===== config.mk =====
export PLATFORM = sky130hd
export DESIGN_NAME = radial_touch_joystick_mapper_top
export DESIGN_NICKNAME = d
export VERILOG_FILES = /design/src/design/rtjm_pkg.sv /design/src/design/rtjm_queue.sv /design/src/design/rtjm_front.sv /design/src/design/rtjm_back.sv /design/src/design/radial_touch_joystick_mapper_top.sv
export SDC_FILE = /design/constraint.sdc
export NUM_CORES = 1
export LEC_CHECK = 0
export BUFFER_PORTS_ARGS = -buffer_cell sky130_fd_sc_hd__buf_2
export CAP_MARGIN = 25
export CORE_ASPECT_RATIO = 0.8
export CORE_UTILIZATION = 60
export CTS_CLUSTER_DIAMETER = 30
export DETAILED_ROUTE_END_ITERATION = 7
export GPL_TIMING_DRIVEN = 1
export PLACE_DENSITY = 0.83
export SLEW_MARGIN = 20
export SYNTH_ARGS = -nofsm -noshare
export SYNTH_HDL_FRONTEND = slang
export SYNTH_SLANG_ARGS = --single-unit
export TNS_END_PERCENT = 1

===== constraint.sdc =====
create_clock -name clock -period 8.45 [get_ports clock]
set_input_delay 1.69 -clock clock [delete_from_list [all_inputs] [get_ports clock]]
set_output_delay 1.69 -clock clock [all_outputs]
set_load 0.1 [all_outputs]

===== src/design/rtjm_pkg.sv =====
// Package for the radial touch joystick mapper.
// Holds the beat structs, the register map, the command and status codes.
// No dependencies.
package rtjm_pkg;

   localparam int CFG_W    = 12;
   localparam int COORD_BITS = 12;
   localparam int ID_W     = 7;
   localparam int STATUS_W = 2;
   localparam int AXIS_W   = 16;
   localparam int CSR_IDX_W = 3;

   localparam logic CMD_TOUCH   = 1'b0;
   localparam logic CMD_RELEASE = 1'b1;

   localparam logic [STATUS_W-1:0] STATUS_NONE   = 2'd0;
   localparam logic [STATUS_W-1:0] STATUS_INNER  = 2'd1;
   localparam logic [STATUS_W-1:0] STATUS_ACTIVE = 2'd2;

   localparam logic [CSR_IDX_W-1:0] REG_CENTER_X     = 3'd0;
   localparam logic [CSR_IDX_W-1:0] REG_CENTER_Y     = 3'd1;
   localparam logic [CSR_IDX_W-1:0] REG_ACTIVE_RAD   = 3'd2;
   localparam logic [CSR_IDX_W-1:0] REG_INNER_RAD    = 3'd3;
   localparam logic [CSR_IDX_W-1:0] REG_OUTER_RAD    = 3'd4;
   localparam logic [CSR_IDX_W-1:0] REG_INVERT_X     = 3'd5;
   localparam logic [CSR_IDX_W-1:0] REG_INVERT_Y     = 3'd6;

   typedef struct packed {
      logic             cmd;
      logic [ID_W-1:0]  finger;
      logic [CFG_W-1:0] touch_x;
      logic [CFG_W-1:0] touch_y;
   } req_type;

   typedef struct packed {
      logic [STATUS_W-1:0]      touch_status;
      logic signed [AXIS_W-1:0] axis_x;
      logic signed [AXIS_W-1:0] axis_y;
   } rsp_type;

   typedef struct packed {
      logic [CFG_W-1:0] center_x;
      logic [CFG_W-1:0] center_y;
      logic [CFG_W-1:0] active_radius;
      logic [CFG_W-1:0] inner_dead_radius;
      logic [CFG_W-1:0] outer_dead_radius;
      logic             invert_x_axis;
      logic             invert_y_axis;
   } cfg_type;

endpackage


===== src/design/rtjm_queue.sv =====
// Small first-in first-out queue of registers between the front and back ends.
// Generic width and depth; no package dependency.
module rtjm_queue #(
   parameter int W     = 8,
   parameter int DEPTH = 2
) (
   input  logic         clock,
   input  logic         reset,
   input  logic         push,
   input  logic [W-1:0] push_data,
   output logic         full,
   input  logic         pop,
   output logic         not_empty,
   output logic [W-1:0] head
);
   localparam int PW = (DEPTH > 1) ? $clog2(DEPTH) : 1;
   localparam int CW = $clog2(DEPTH + 1);

   logic [W-1:0]  mem_ff [DEPTH];
   logic [PW-1:0] wr_ff, wr_in, rd_ff, rd_in;
   logic [CW-1:0] cnt_ff, cnt_in;
   logic          do_push, do_pop;

   assign full      = (cnt_ff == CW'(DEPTH));
   assign not_empty = (cnt_ff != '0);
   assign head      = mem_ff[rd_ff];
   assign do_push   = push && !full;
   assign do_pop    = pop && not_empty;

   always_comb begin
      wr_in  = wr_ff;
      rd_in  = rd_ff;
      cnt_in = cnt_ff;
      if (do_push) begin
         wr_in = (wr_ff == PW'(DEPTH - 1)) ? '0 : wr_ff + PW'(1);
      end
      if (do_pop) begin
         rd_in = (rd_ff == PW'(DEPTH - 1)) ? '0 : rd_ff + PW'(1);
      end
      if (do_push && !do_pop) begin
         cnt_in = cnt_ff + CW'(1);
      end else if (do_pop && !do_push) begin
         cnt_in = cnt_ff - CW'(1);
      end
   end

   always_ff @(posedge clock) begin
      if (reset) begin
         wr_ff  <= '0;
         rd_ff  <= '0;
         cnt_ff <= '0;
      end else begin
         wr_ff  <= wr_in;
         rd_ff  <= rd_in;
         cnt_ff <= cnt_in;
      end
      if (do_push) begin
         mem_ff[wr_ff] <= push_data;
      end
   end
endmodule


===== src/design/rtjm_front.sv =====
// Front end: accepts touch beats and turns coordinates into signed offsets.
// Depends on rtjm_pkg; feeds rtjm_queue.
module rtjm_front #(
   parameter int COORD_BITS = 12,
   parameter int MW         = 12,
   parameter int EW         = 1 + rtjm_pkg::ID_W + 2 * (MW + 1)
) (
   input  rtjm_pkg::req_type          req_data,
   input  logic                       req_valid,
   output logic                       req_stall,
   input  logic [rtjm_pkg::CFG_W-1:0] center_x,
   input  logic [rtjm_pkg::CFG_W-1:0] center_y,
   input  logic                       q_full,
   output logic                       q_push,
   output logic [EW-1:0]              q_data
);
   import rtjm_pkg::*;

   localparam logic [MW-1:0] CMASK = MW'((32'd1 << COORD_BITS) - 32'd1);

   logic [MW-1:0] tx, ty, ax, ay;
   logic [MW:0]   dx, dy;

   assign tx = MW'(req_data.touch_x) & CMASK;
   assign ty = MW'(req_data.touch_y) & CMASK;
   assign dx = {1'b0, tx} - {1'b0, MW'(center_x)};
   assign dy = {1'b0, ty} - {1'b0, MW'(center_y)};
   assign ax = dx[MW] ? MW'(-dx) : dx[MW-1:0];
   assign ay = dy[MW] ? MW'(-dy) : dy[MW-1:0];

   assign req_stall = q_full;
   assign q_push    = req_valid;
   assign q_data    = {req_data.cmd, req_data.finger, dx[MW], ax, dy[MW], ay};
endmodule


===== src/design/rtjm_back.sv =====
// Back end: ownership tracking, zone classification, serial divider and square root.
// Depends on rtjm_pkg; reads entries from rtjm_queue and drives the result beat.
module rtjm_back #(
   parameter int MW        = 12,
   parameter int FRAC_BITS = 15,
   parameter int EW        = 1 + rtjm_pkg::ID_W + 2 * (MW + 1)
) (
   input  logic              clock,
   input  logic              reset,
   input  rtjm_pkg::cfg_type cfg,
   input  logic              q_valid,
   input  logic [EW-1:0]     q_data,
   output logic              q_pop,
   output logic              rsp_valid,
   input  logic              rsp_stall,
   output rtjm_pkg::rsp_type rsp_data
);
   import rtjm_pkg::*;

   localparam int F          = FRAC_BITS;
   localparam int SQW        = 2 * MW;
   localparam int DVW        = 2 * MW + 1;
   localparam int LIN_STEPS  = MW + F + 2;
   localparam int NORM_STEPS = 2 * F + 2;
   localparam int QW         = (LIN_STEPS > NORM_STEPS) ? LIN_STEPS : NORM_STEPS;
   localparam int CNTW       = $clog2(QW + 1);
   localparam int RW         = F + 2;
   localparam int SRW        = F + 5;
   localparam int DRW        = 2 * F + 4;
   localparam logic [QW-1:0] AXIS_MAX = QW'((32'd1 << F) - 32'd1);

   typedef enum logic [7:0] {
      ST_IDLE  = 8'b0000_0001,
      ST_SQ    = 8'b0000_0010,
      ST_CLASS = 8'b0000_0100,
      ST_DIVL  = 8'b0000_1000,
      ST_DIV   = 8'b0001_0000,
      ST_SQRT  = 8'b0010_0000,
      ST_AXIS  = 8'b0100_0000,
      ST_DONE  = 8'b1000_0000
   } state_type;

   state_type state_ff, state_in;

   logic                 q_cmd, q_sx, q_sy;
   logic [ID_W-1:0]      q_fid;
   logic [MW-1:0]        q_ax, q_ay;

   logic [ID_W-1:0]      fid_ff, fid_in;
   logic [MW-1:0]        ax_ff, ax_in, ay_ff, ay_in;
   logic                 sx_ff, sx_in, sy_ff, sy_in;
   logic [SQW-1:0]       sqx_ff, sqx_in, sqy_ff, sqy_in;
   logic [SQW-1:0]       ar2_ff, ar2_in, ir2_ff, ir2_in, or2_ff, or2_in;
   logic [DVW-1:0]       t2_ff, t2_in;
   logic [2:0]           step_ff, step_in;
   logic                 norm_ff, norm_in, axis_ff, axis_in, q0_ff, q0_in;
   logic [DVW-1:0]       rem_ff, rem_in;
   logic [QW-1:0]        numq_ff, numq_in;
   logic [CNTW-1:0]      cnt_ff, cnt_in;
   logic [DRW-1:0]       dreg_ff, dreg_in;
   logic [SRW-1:0]       srem_ff, srem_in;
   logic [RW-1:0]        root_ff, root_in;
   logic [STATUS_W-1:0]  res_status_ff, res_status_in;
   logic [AXIS_W-1:0]    res_x_ff, res_x_in, res_y_ff, res_y_in;
   logic                 res_own_ff, res_own_in;
   logic [ID_W-1:0]      res_id_ff, res_id_in;
   logic                 own_valid_ff, own_valid_in;
   logic [ID_W-1:0]      own_id_ff, own_id_in;
   logic [AXIS_W-1:0]    held_x_ff, held_x_in, held_y_ff, held_y_in;
   logic                 rsp_valid_ff, rsp_valid_in;
   rsp_type              rsp_data_ff, rsp_data_in;

   logic [MW-1:0]        mul_a, mul_b;
   logic [SQW-1:0]       mul_p;
   logic [MW-1:0]        a_sel;
   logic [SQW-1:0]       sq_sel;
   logic [DVW-1:0]       divisor;
   logic [DVW:0]         rem_sh;
   logic                 qbit;
   logic [QW-1:0]        qnext;
   logic [SRW-1:0]       srem_sh, trial;
   logic [RW:0]          root_inc;
   logic [QW-1:0]        mag, mag_sat;
   logic [AXIS_W-1:0]    mag_ext, axis_val;

   assign {q_cmd, q_fid, q_sx, q_ax, q_sy, q_ay} = q_data;
   assign mul_p   = SQW'(mul_a) * SQW'(mul_b);
   assign a_sel   = axis_ff ? ay_ff : ax_ff;
   assign sq_sel  = axis_ff ? sqy_ff : sqx_ff;
   assign divisor = norm_ff ? t2_ff : DVW'({cfg.outer_dead_radius, 1'b0});
   assign rem_sh  = {rem_ff, numq_ff[QW-1]};
   assign qbit    = (rem_sh >= {1'b0, divisor});
   assign qnext   = {numq_ff[QW-2:0], qbit};
   assign srem_sh = {srem_ff[SRW-3:0], dreg_ff[DRW-1 -: 2]};
   assign trial   = SRW'({root_ff, 2'b01});
   assign root_inc = {1'b0, root_ff} + (RW + 1)'(1);
   assign mag     = norm_ff ? QW'(root_inc[RW:1]) : numq_ff;
   assign mag_sat = (mag > AXIS_MAX) ? AXIS_MAX : mag;
   assign mag_ext = AXIS_W'(mag_sat);

   always_comb begin
      if ((axis_ff ? sy_ff : sx_ff) ^ (axis_ff ? cfg.invert_y_axis : cfg.invert_x_axis)) begin
         axis_val = -mag_ext;
      end else begin
         axis_val = mag_ext;
      end
   end

   always_comb begin
      case (step_ff)
         3'd0: begin
            mul_a = ax_ff;
            mul_b = ax_ff;
         end
         3'd1: begin
            mul_a = ay_ff;
            mul_b = ay_ff;
         end
         3'd2: begin
            mul_a = MW'(cfg.active_radius);
            mul_b = MW'(cfg.active_radius);
         end
         3'd3: begin
            mul_a = MW'(cfg.inner_dead_radius);
            mul_b = MW'(cfg.inner_dead_radius);
         end
         3'd4: begin
            mul_a = MW'(cfg.outer_dead_radius);
            mul_b = MW'(cfg.outer_dead_radius);
         end
         default: begin
            mul_a = '0;
            mul_b = '0;
         end
      endcase
   end

   always_comb begin
      state_in      = state_ff;
      fid_in        = fid_ff;
      ax_in         = ax_ff;
      ay_in         = ay_ff;
      sx_in         = sx_ff;
      sy_in         = sy_ff;
      sqx_in        = sqx_ff;
      sqy_in        = sqy_ff;
      ar2_in        = ar2_ff;
      ir2_in        = ir2_ff;
      or2_in        = or2_ff;
      t2_in         = t2_ff;
      step_in       = step_ff;
      norm_in       = norm_ff;
      axis_in       = axis_ff;
      q0_in         = q0_ff;
      rem_in        = rem_ff;
      numq_in       = numq_ff;
      cnt_in        = cnt_ff;
      dreg_in       = dreg_ff;
      srem_in       = srem_ff;
      root_in       = root_ff;
      res_status_in = res_status_ff;
      res_x_in      = res_x_ff;
      res_y_in      = res_y_ff;
      res_own_in    = res_own_ff;
      res_id_in     = res_id_ff;
      own_valid_in  = own_valid_ff;
      own_id_in     = own_id_ff;
      held_x_in     = held_x_ff;
      held_y_in     = held_y_ff;
      rsp_valid_in  = rsp_valid_ff && rsp_stall;
      rsp_data_in   = rsp_data_ff;
      q_pop         = 1'b0;

      case (state_ff)
         ST_IDLE: begin
            if (q_valid) begin
               q_pop  = 1'b1;
               fid_in = q_fid;
               ax_in  = q_ax;
               ay_in  = q_ay;
               sx_in  = q_sx;
               sy_in  = q_sy;
               if (q_cmd == CMD_RELEASE) begin
                  res_status_in = STATUS_NONE;
                  res_x_in      = '0;
                  res_y_in      = '0;
                  res_own_in    = 1'b0;
                  res_id_in     = '0;
                  state_in      = ST_DONE;
               end else if (own_valid_ff && (own_id_ff != q_fid)) begin
                  res_status_in = STATUS_NONE;
                  res_x_in      = held_x_ff;
                  res_y_in      = held_y_ff;
                  res_own_in    = own_valid_ff;
                  res_id_in     = own_id_ff;
                  state_in      = ST_DONE;
               end else begin
                  step_in  = '0;
                  state_in = ST_SQ;
               end
            end
         end
         ST_SQ: begin
            step_in = step_ff + 3'd1;
            case (step_ff)
               3'd0: sqx_in = mul_p;
               3'd1: sqy_in = mul_p;
               3'd2: ar2_in = mul_p;
               3'd3: ir2_in = mul_p;
               3'd4: or2_in = mul_p;
               default: begin
                  t2_in    = DVW'(sqx_ff) + DVW'(sqy_ff);
                  state_in = ST_CLASS;
               end
            endcase
         end
         ST_CLASS: begin
            res_x_in = '0;
            res_y_in = '0;
            if (t2_ff > DVW'(ar2_ff)) begin
               res_status_in = STATUS_NONE;
               res_own_in    = 1'b0;
               res_id_in     = '0;
               state_in      = ST_DONE;
            end else begin
               res_own_in = 1'b1;
               res_id_in  = fid_ff;
               if (t2_ff < DVW'(ir2_ff)) begin
                  res_status_in = STATUS_INNER;
                  state_in      = ST_DONE;
               end else begin
                  res_status_in = STATUS_ACTIVE;
                  norm_in       = (t2_ff > DVW'(or2_ff));
                  axis_in       = 1'b0;
                  state_in      = ST_DIVL;
               end
            end
         end
         ST_DIVL: begin
            if (norm_ff) begin
               q0_in    = (DVW'(sq_sel) >= t2_ff);
               rem_in   = (DVW'(sq_sel) >= t2_ff) ? '0 : DVW'(sq_sel);
               numq_in  = '0;
               cnt_in   = CNTW'(NORM_STEPS);
               state_in = ST_DIV;
            end else if (cfg.outer_dead_radius == '0) begin
               numq_in  = '0;
               state_in = ST_AXIS;
            end else begin
               rem_in   = '0;
               numq_in  = ((QW'(a_sel) << (F + 1)) + QW'(cfg.outer_dead_radius))
                          << (QW - LIN_STEPS);
               cnt_in   = CNTW'(LIN_STEPS);
               state_in = ST_DIV;
            end
         end
         ST_DIV: begin
            rem_in  = qbit ? DVW'(rem_sh - {1'b0, divisor}) : DVW'(rem_sh);
            numq_in = qnext;
            cnt_in  = cnt_ff - CNTW'(1);
            if (cnt_ff == CNTW'(1)) begin
               if (norm_ff) begin
                  dreg_in  = {1'b0, q0_ff, qnext[2*F+1:0]};
                  srem_in  = '0;
                  root_in  = '0;
                  cnt_in   = CNTW'(RW);
                  state_in = ST_SQRT;
               end else begin
                  state_in = ST_AXIS;
               end
            end
         end
         ST_SQRT: begin
            dreg_in = {dreg_ff[DRW-3:0], 2'b00};
            cnt_in  = cnt_ff - CNTW'(1);
            if (srem_sh >= trial) begin
               srem_in = srem_sh - trial;
               root_in = {root_ff[RW-2:0], 1'b1};
            end else begin
               srem_in = srem_sh;
               root_in = {root_ff[RW-2:0], 1'b0};
            end
            if (cnt_ff == CNTW'(1)) begin
               state_in = ST_AXIS;
            end
         end
         ST_AXIS: begin
            if (axis_ff) begin
               res_y_in = axis_val;
               state_in = ST_DONE;
            end else begin
               res_x_in = axis_val;
               axis_in  = 1'b1;
               state_in = ST_DIVL;
            end
         end
         ST_DONE: begin
            if (!rsp_valid_ff || !rsp_stall) begin
               rsp_valid_in              = 1'b1;
               rsp_data_in.touch_status  = res_status_ff;
               rsp_data_in.axis_x        = res_x_ff;
               rsp_data_in.axis_y        = res_y_ff;
               own_valid_in              = res_own_ff;
               own_id_in                 = res_id_ff;
               held_x_in                 = res_x_ff;
               held_y_in                 = res_y_ff;
               state_in                  = ST_IDLE;
            end
         end
         default: begin
            state_in = ST_IDLE;
         end
      endcase
   end

   always_ff @(posedge clock) begin
      if (reset) begin
         state_ff     <= ST_IDLE;
         own_valid_ff <= 1'b0;
         own_id_ff    <= '0;
         held_x_ff    <= '0;
         held_y_ff    <= '0;
         rsp_valid_ff <= 1'b0;
      end else begin
         state_ff     <= state_in;
         own_valid_ff <= own_valid_in;
         own_id_ff    <= own_id_in;
         held_x_ff    <= held_x_in;
         held_y_ff    <= held_y_in;
         rsp_valid_ff <= rsp_valid_in;
      end
      fid_ff        <= fid_in;
      ax_ff         <= ax_in;
      ay_ff         <= ay_in;
      sx_ff         <= sx_in;
      sy_ff         <= sy_in;
      sqx_ff        <= sqx_in;
      sqy_ff        <= sqy_in;
      ar2_ff        <= ar2_in;
      ir2_ff        <= ir2_in;
      or2_ff        <= or2_in;
      t2_ff         <= t2_in;
      step_ff       <= step_in;
      norm_ff       <= norm_in;
      axis_ff       <= axis_in;
      q0_ff         <= q0_in;
      rem_ff        <= rem_in;
      numq_ff       <= numq_in;
      cnt_ff        <= cnt_in;
      dreg_ff       <= dreg_in;
      srem_ff       <= srem_in;
      root_ff       <= root_in;
      res_status_ff <= res_status_in;
      res_x_ff      <= res_x_in;
      res_y_ff      <= res_y_in;
      res_own_ff    <= res_own_in;
      res_id_ff     <= res_id_in;
      rsp_data_ff   <= rsp_data_in;
   end

   assign rsp_valid = rsp_valid_ff;
   assign rsp_data  = rsp_data_ff;
endmodule


===== src/design/radial_touch_joystick_mapper_top.sv =====
// Maps trackpad touches onto a virtual circular joystick with inner and outer dead
// zones, one owning finger and per-axis inversion; axes are Q1.15, saturated.
// Items are handled one at a time by the back end: a release or a touch by a
// foreign finger goes straight to the result, a touch outside the active radius
// or in the inner dead zone passes the squaring steps and the classification,
// and a linear-zone or normalised-zone touch also passes the bit-serial divider
// and, for a normalised-zone touch, the bit-serial square root, both used once
// per axis. A two-entry queue behind the front end takes further beats while
// the back end works, and a result beat is held in its own register until it
// is taken. Depends on rtjm_pkg and the rtjm_front, rtjm_queue and rtjm_back
// modules.
module radial_touch_joystick_mapper_top #(
   parameter int FRAC_BITS  = 15
) (
   input  logic                           clock,
   input  logic                           reset,
   input  logic                           req_valid,
   output logic                           req_stall,
   input  rtjm_pkg::req_type              req_data,
   output logic                           rsp_valid,
   input  logic                           rsp_stall,
   output rtjm_pkg::rsp_type              rsp_data,
   input  logic                           csr_valid,
   output logic                           csr_ready,
   input  logic [rtjm_pkg::CSR_IDX_W-1:0] csr_index,
   input  logic [rtjm_pkg::CFG_W-1:0]     csr_wdata
);
   import rtjm_pkg::*;

   localparam int MW = (COORD_BITS > CFG_W) ? COORD_BITS : CFG_W;
   localparam int EW = 1 + ID_W + 2 * (MW + 1);

   cfg_type       cfg_ff, cfg_in;
   logic          q_full, q_push, q_pop, q_not_empty;
   logic [EW-1:0] q_wdata, q_head;

   assign csr_ready = 1'b1;

   always_comb begin
      cfg_in = cfg_ff;
      if (csr_valid) begin
         case (csr_index)
            REG_CENTER_X:   cfg_in.center_x          = csr_wdata;
            REG_CENTER_Y:   cfg_in.center_y          = csr_wdata;
            REG_ACTIVE_RAD: cfg_in.active_radius     = csr_wdata;
            REG_INNER_RAD:  cfg_in.inner_dead_radius = csr_wdata;
            REG_OUTER_RAD:  cfg_in.outer_dead_radius = csr_wdata;
            REG_INVERT_X:   cfg_in.invert_x_axis     = csr_wdata[0];
            REG_INVERT_Y:   cfg_in.invert_y_axis     = csr_wdata[0];
            default:        cfg_in                   = cfg_ff;
         endcase
      end
   end

   always_ff @(posedge clock) begin
      if (reset) begin
         cfg_ff.center_x          <= '0;
         cfg_ff.center_y          <= '0;
         cfg_ff.active_radius     <= CFG_W'(1);
         cfg_ff.inner_dead_radius <= '0;
         cfg_ff.outer_dead_radius <= CFG_W'(1);
         cfg_ff.invert_x_axis     <= 1'b0;
         cfg_ff.invert_y_axis     <= 1'b0;
      end else begin
         cfg_ff <= cfg_in;
      end
   end

   rtjm_front #(
      .COORD_BITS (COORD_BITS),
      .MW         (MW),
      .EW         (EW)
   ) u_front (
      .req_data  (req_data),
      .req_valid (req_valid),
      .req_stall (req_stall),
      .center_x  (cfg_ff.center_x),
      .center_y  (cfg_ff.center_y),
      .q_full    (q_full),
      .q_push    (q_push),
      .q_data    (q_wdata)
   );

   rtjm_queue #(
      .W     (EW),
      .DEPTH (2)
   ) u_queue (
      .clock     (clock),
      .reset     (reset),
      .push      (q_push),
      .push_data (q_wdata),
      .full      (q_full),
      .pop       (q_pop),
      .not_empty (q_not_empty),
      .head      (q_head)
   );

   rtjm_back #(
      .MW        (MW),
      .FRAC_BITS (FRAC_BITS),
      .EW        (EW)
   ) u_back (
      .clock     (clock),
      .reset     (reset),
      .cfg       (cfg_ff),
      .q_valid   (q_not_empty),
      .q_data    (q_head),
      .q_pop     (q_pop),
      .rsp_valid (rsp_valid),
      .rsp_stall (rsp_stall),
      .rsp_data  (rsp_data)
   );
endmodule


==> run summary <==
### Outcome
• status: finished, violations left
• failing checks: DRC

### Clocking
• CTS tree: yes
• depth of the CTS H-tree: 3
• clock latency on the worst-skew pair: 0.67 ns
• clock sink total: 571
• cts repair resizes: 0
• post-CTS setup buffer count: 0
• maximum buffer depth of the clock tree: 3
• Root Buffer: clkbuf_16
• clock slew at the register clock pins of the worst setup and hold paths: 0.06 ns
• count of hold-fix buffers inserted at cts: 0
• number of buffers created by CTS: 97

### Floorplanning
• floorplan core area: 54200 sq um
• die outline area: 56300 sq um
• DIE WIDTH: 265 um
• Ports: 89
• Site Rows: 76
• initial core utilization: 61.2%
• die height: 212 um

### Route
• average wire per cell in the routed design: 20.6 um
• uppermost metal layer occupied by signal nets: met4
• length of routed met3 wiring: 6.82 mm
• first-pass iteration count of the detailed router: 8
• DRT Wirelength: 83.8 mm
• post-route DRC violation count: 17
• number of nets with antenna violations after routing: 0
• met2 wirelength from detailed routing: 39.4 mm
• count of vias placed by the detailed router: 24.9k
• Detailed Route Iter0 Violations: 2715
• wire length on met1: 34.9 mm
• Via density: 6.14

### GRT
• number of global-route vias before repair: 24.9k
• wire length of the first global-routing pass: 132 mm
• pin count of the biggest net entering global routing: 79
• global-route total usage across every layer: 29.8%
• Congestion Overflow GR: 0
• initial antenna violation count: 0

### Cells and area
• antenna cells: 0
• fraction of final layout cells with drive strength greater than 1: 11.5%
• area used by multi-input combinational logic: 15600 sq um
• combined flip-flop and latch cell area: 16000 sq um
• utilization after layout: 69.9%
• number of fill cells in the layout: 3666
• post-layout net count: 3655
• post-route design area: 37900 sq um
• area added between synthesis and finish: 14.2%

### Pwr
• Comb power frac: 21.1%
• net switching power of the design: 3.11 mW
• worst vdd rail ir drop: 0.221 mV
• PwrDens: 264 nW/um^2
• sequential cell fraction of total power: 37.2%
• portion of total power attributed to the clock network: 41.7%
• cell-internal power: 6.90 mW
• cell leakage power: 15.8 nW
• share of total power consumed by net switching: 31.1%

### Synth
• library cell occupying the most area in the post-synthesis netlist: edfxtp_1
• cell types occupying the most area after synthesis: edfxtp_1 41%, ha_1 9.4%, dfxtp_1 7.0%, nand2_1 5.5%, fa_1 4.9%
• Synth top cells by count: 487 x nand2_1, 455 x edfxtp_1, 323 x inv_1
• fraction of synthesized cell area taken by the top area cell type: 41.2%
• Yosys warning count: 0
• prevailing post-synth register cell: edfxtp_1
• post-synth cell types: 92
• share of synthesized flip-flops with an asynchronous set or reset: 0%
• post-synthesis instance area: 33200 sq um
• sequential share of the synthesized area: 48.2%
• post-synthesis area per instance: 10.5 sq um
• cells after synthesis: 3164
• net count of the mapped netlist: 3547
• number of enable flip-flop cells after synthesis: 455
• leading cell type by number of instances after synthesis: nand2_1
• post-synthesis sequential element count: 571

### Critical path
• destination of the critical timing path: u_back.ar2_ff[23]$_DFFE_PP_
• largest fanout on the critical path: 18
• cell depth of the worst flop-to-flop path: 25
• worst endpoint required time: 8.86 ns
• Largest stage delay, worst path: 0.73 ns
• startpoint type of the worst setup path: flop
• r2r endpoint: u_back.ar2_ff[23]$_DFFE_PP_
• setup slack, reg-to-reg: 0.60 ns
• cell count along the critical path: 25
• startpoint of the most critical register-to-register path: u_back.step_ff[2]$_SDFFCE_PN0P_
• Critical-path top delay cell: edfxtp_1
• Arrival @ worst endpoint: 8.26 ns
• Worst Setup End Kind: flop
• Crit path max-delay family: adder cells
• Bufs and invs on worst path: 7
• Critical Setup Path Class: reg -> reg
• cell mode on critical path: inv_1
• Critical path origin: u_back.step_ff[2]$_SDFFCE_PN0P_

### STA
• transition at the pin with the smallest max-transition slack: 0.938 ns
• RSZ-0062 raised after global routing: no
• Final Setup Violations: 0
• worst-case headroom to the max-slew limit: 37.5%
• time the worst path needs with I/O delays and setup: 7.85 ns
• Achievable Freq: 127 MHz
• Setup Total Neg Slack: 0 ns
• Final period util: 92.9%
• number of hold violations in the final report: 0
• final setup slack of the worst path: 0.600 ns
• clock skew: 0.0507 ns
• Slew Limit Fails: 0
• final hold slack: 0.423 ns

### Place
• instance area after placement: 34300 sq um
• placed wire-length estimate: 59.4 mm
• Final Wtd Congestion: 0.907
• post-placement worst setup slack: 0.749 ns
• number of port buffers: 87

### Min path
• Hold Path Class: reg -> reg
• worst min-delay path startpoint: u_back.res_status_ff[1]$_SDFFCE_PN0P_

### Run
• max-capacitance violation count: 0

-- through the flow --
| step | total power [mW] | instances |
|---|---|---|
| after floorplan | 5.16 | 3164 |
| after global placement | 5.75 | 3873 |
| after detailed placement | 5.83 | 3873 |
| after CTS | 10.0 | 4057 |
| after global routing | 10.4 | 4059 |
| final | 10.0 | 4059 |
-- metal layers --
| metal | vias to the layer above | global-route usage, % |
|---|---|---|
| met2 | 1209 | 48.6 |
| met4 | 0 | 10.7 |
| li1 | 11400 | - |
| met5 | - | 0 |
| met3 | 205 | 4.44 |
| met1 | 12100 | 40.7 |
-- power by group through the flow --
stage | clock, mW | combinational [mW] | sequential (mW)
3_5_place_dp | 0 | 2.07 | 3.77
2_1_floorplan | 0 | 1.42 | 3.74
6_report | 4.18 | 2.11 | 3.72
5_1_grt | 4.32 | 2.34 | 3.73
4_1_cts | 4.19 | 2.10 | 3.72
3_3_place_gp | 0 | 1.99 | 3.75
-- logic make-up after synthesis --
group / Yosys count / synth area share [%]
fa+ha+maj: 331 / 14.3
buf+inv: 435 / 5.04
mux: 107 / 3.43
compound gates: 611 / 12.1
xor+xnor: 147 / 3.88
flops: 571 / 48.2
other cells: 1 / 0.0113
simple gates: 961 / 13.1
-- flip-flops by register name, summed over array words and instances (netlist names), 17 cells and up, named ones only --
| register | flops |
|---|---|
| u_back.rsp_data | 34 |
| u_queue.mem_ff | 68 |
| cfg_ff | 62 |
| u_back.dreg_ff | 34 |
| u_back.sqx_ff | 23 |
| u_back.srem_ff | 18 |
| u_back.rem_ff | 25 |
| u_back.numq_ff | 32 |
| u_back.ir2_ff | 23 |
| u_back.sqy_ff | 23 |
| u_back.ar2_ff | 23 |
| u_back.root_ff | 17 |
| u_back.or2_ff | 23 |
| u_back.t2_ff | 25 |
-- how the worst min path moves through the flow --
stage	end	slack (ns)	depth (start not counted)
6_report	u_back.rsp_data[33]$_DFFE_PP_	0.42	0
3_3_place_gp	u_back.rsp_data[32]$_DFFE_PP_	0.41	0
2_1_floorplan	u_back.rsp_data[32]$_DFFE_PP_	0.40	0
4_1_cts	u_back.rsp_data[33]$_DFFE_PP_	0.42	0
5_1_grt	u_back.rsp_data[33]$_DFFE_PP_	0.44	0
3_5_place_dp	u_back.rsp_data[33]$_DFFE_PP_	0.41	0
-- layout by cell type, fill, tap and decap left out, types with 12 or more instances in the layout --
cell type / instances
nor3_1: 30
nand3_1: 32
o21a_1: 28
a211oi_1: 29
a41o_1: 17
dfxtp_1: 116
fa_1: 82
nor4_1: 21
edfxtp_1: 455
clkbuf_16: 99
clkbuf_1: 13
nand2_1: 487
a21boi_0: 18
a21oi_1: 206
mux2i_1: 53
buf_4: 30
inv_6: 17
or3_1: 12
mux2_2: 54
bufinv_16: 14
nand4_1: 31
and2_1: 26
buf_2: 87
a21o_1: 69
a31oi_1: 13
xor2_1: 43
nand2b_1: 22
inv_1: 322
o21ai_0: 97
ha_1: 249
a22oi_1: 13
nor2_1: 194
xnor2_1: 104
nand3b_1: 13
nor2b_1: 26
and3_1: 12
-- area by class of cell --
type / count / area share (%)
Multi-Input combinational cell: 2158 / 41.1
Clock buffer: 116 / 6.81
Clock inverter: 68 / 2.50
Inverter: 326 / 3.23
Tap cell: 702 / 2.32
Sequential cell: 571 / 42.2
Timing Repair Buffer: 118 / 1.82
-- worst reg2reg max path, stage by stage (launching register included) --
cell	delay, ns
edfxtp_1	0.73
inv_1	0.15
ha_1	0.41
a22oi_1	0.24
and4_1	0.34
clkinv_1	0.32
nand2_1	0.21
inv_1	0.07
fa_1	0.48
inv_1	0.06
fa_1	0.54
inv_1	0.06
fa_1	0.51
fa_1	0.54
inv_1	0.05
fa_1	0.52
inv_1	0.04
ha_1	0.38
a21oi_1	0.18
nor2b_1	0.07
a41o_1	0.21
a311oi_1	0.44
o21ai_0	0.21
a41o_1	0.30
o21ba_2	0.22
xnor2_1	0.32
No activity file was read; power rests on OpenSTA's default activity.
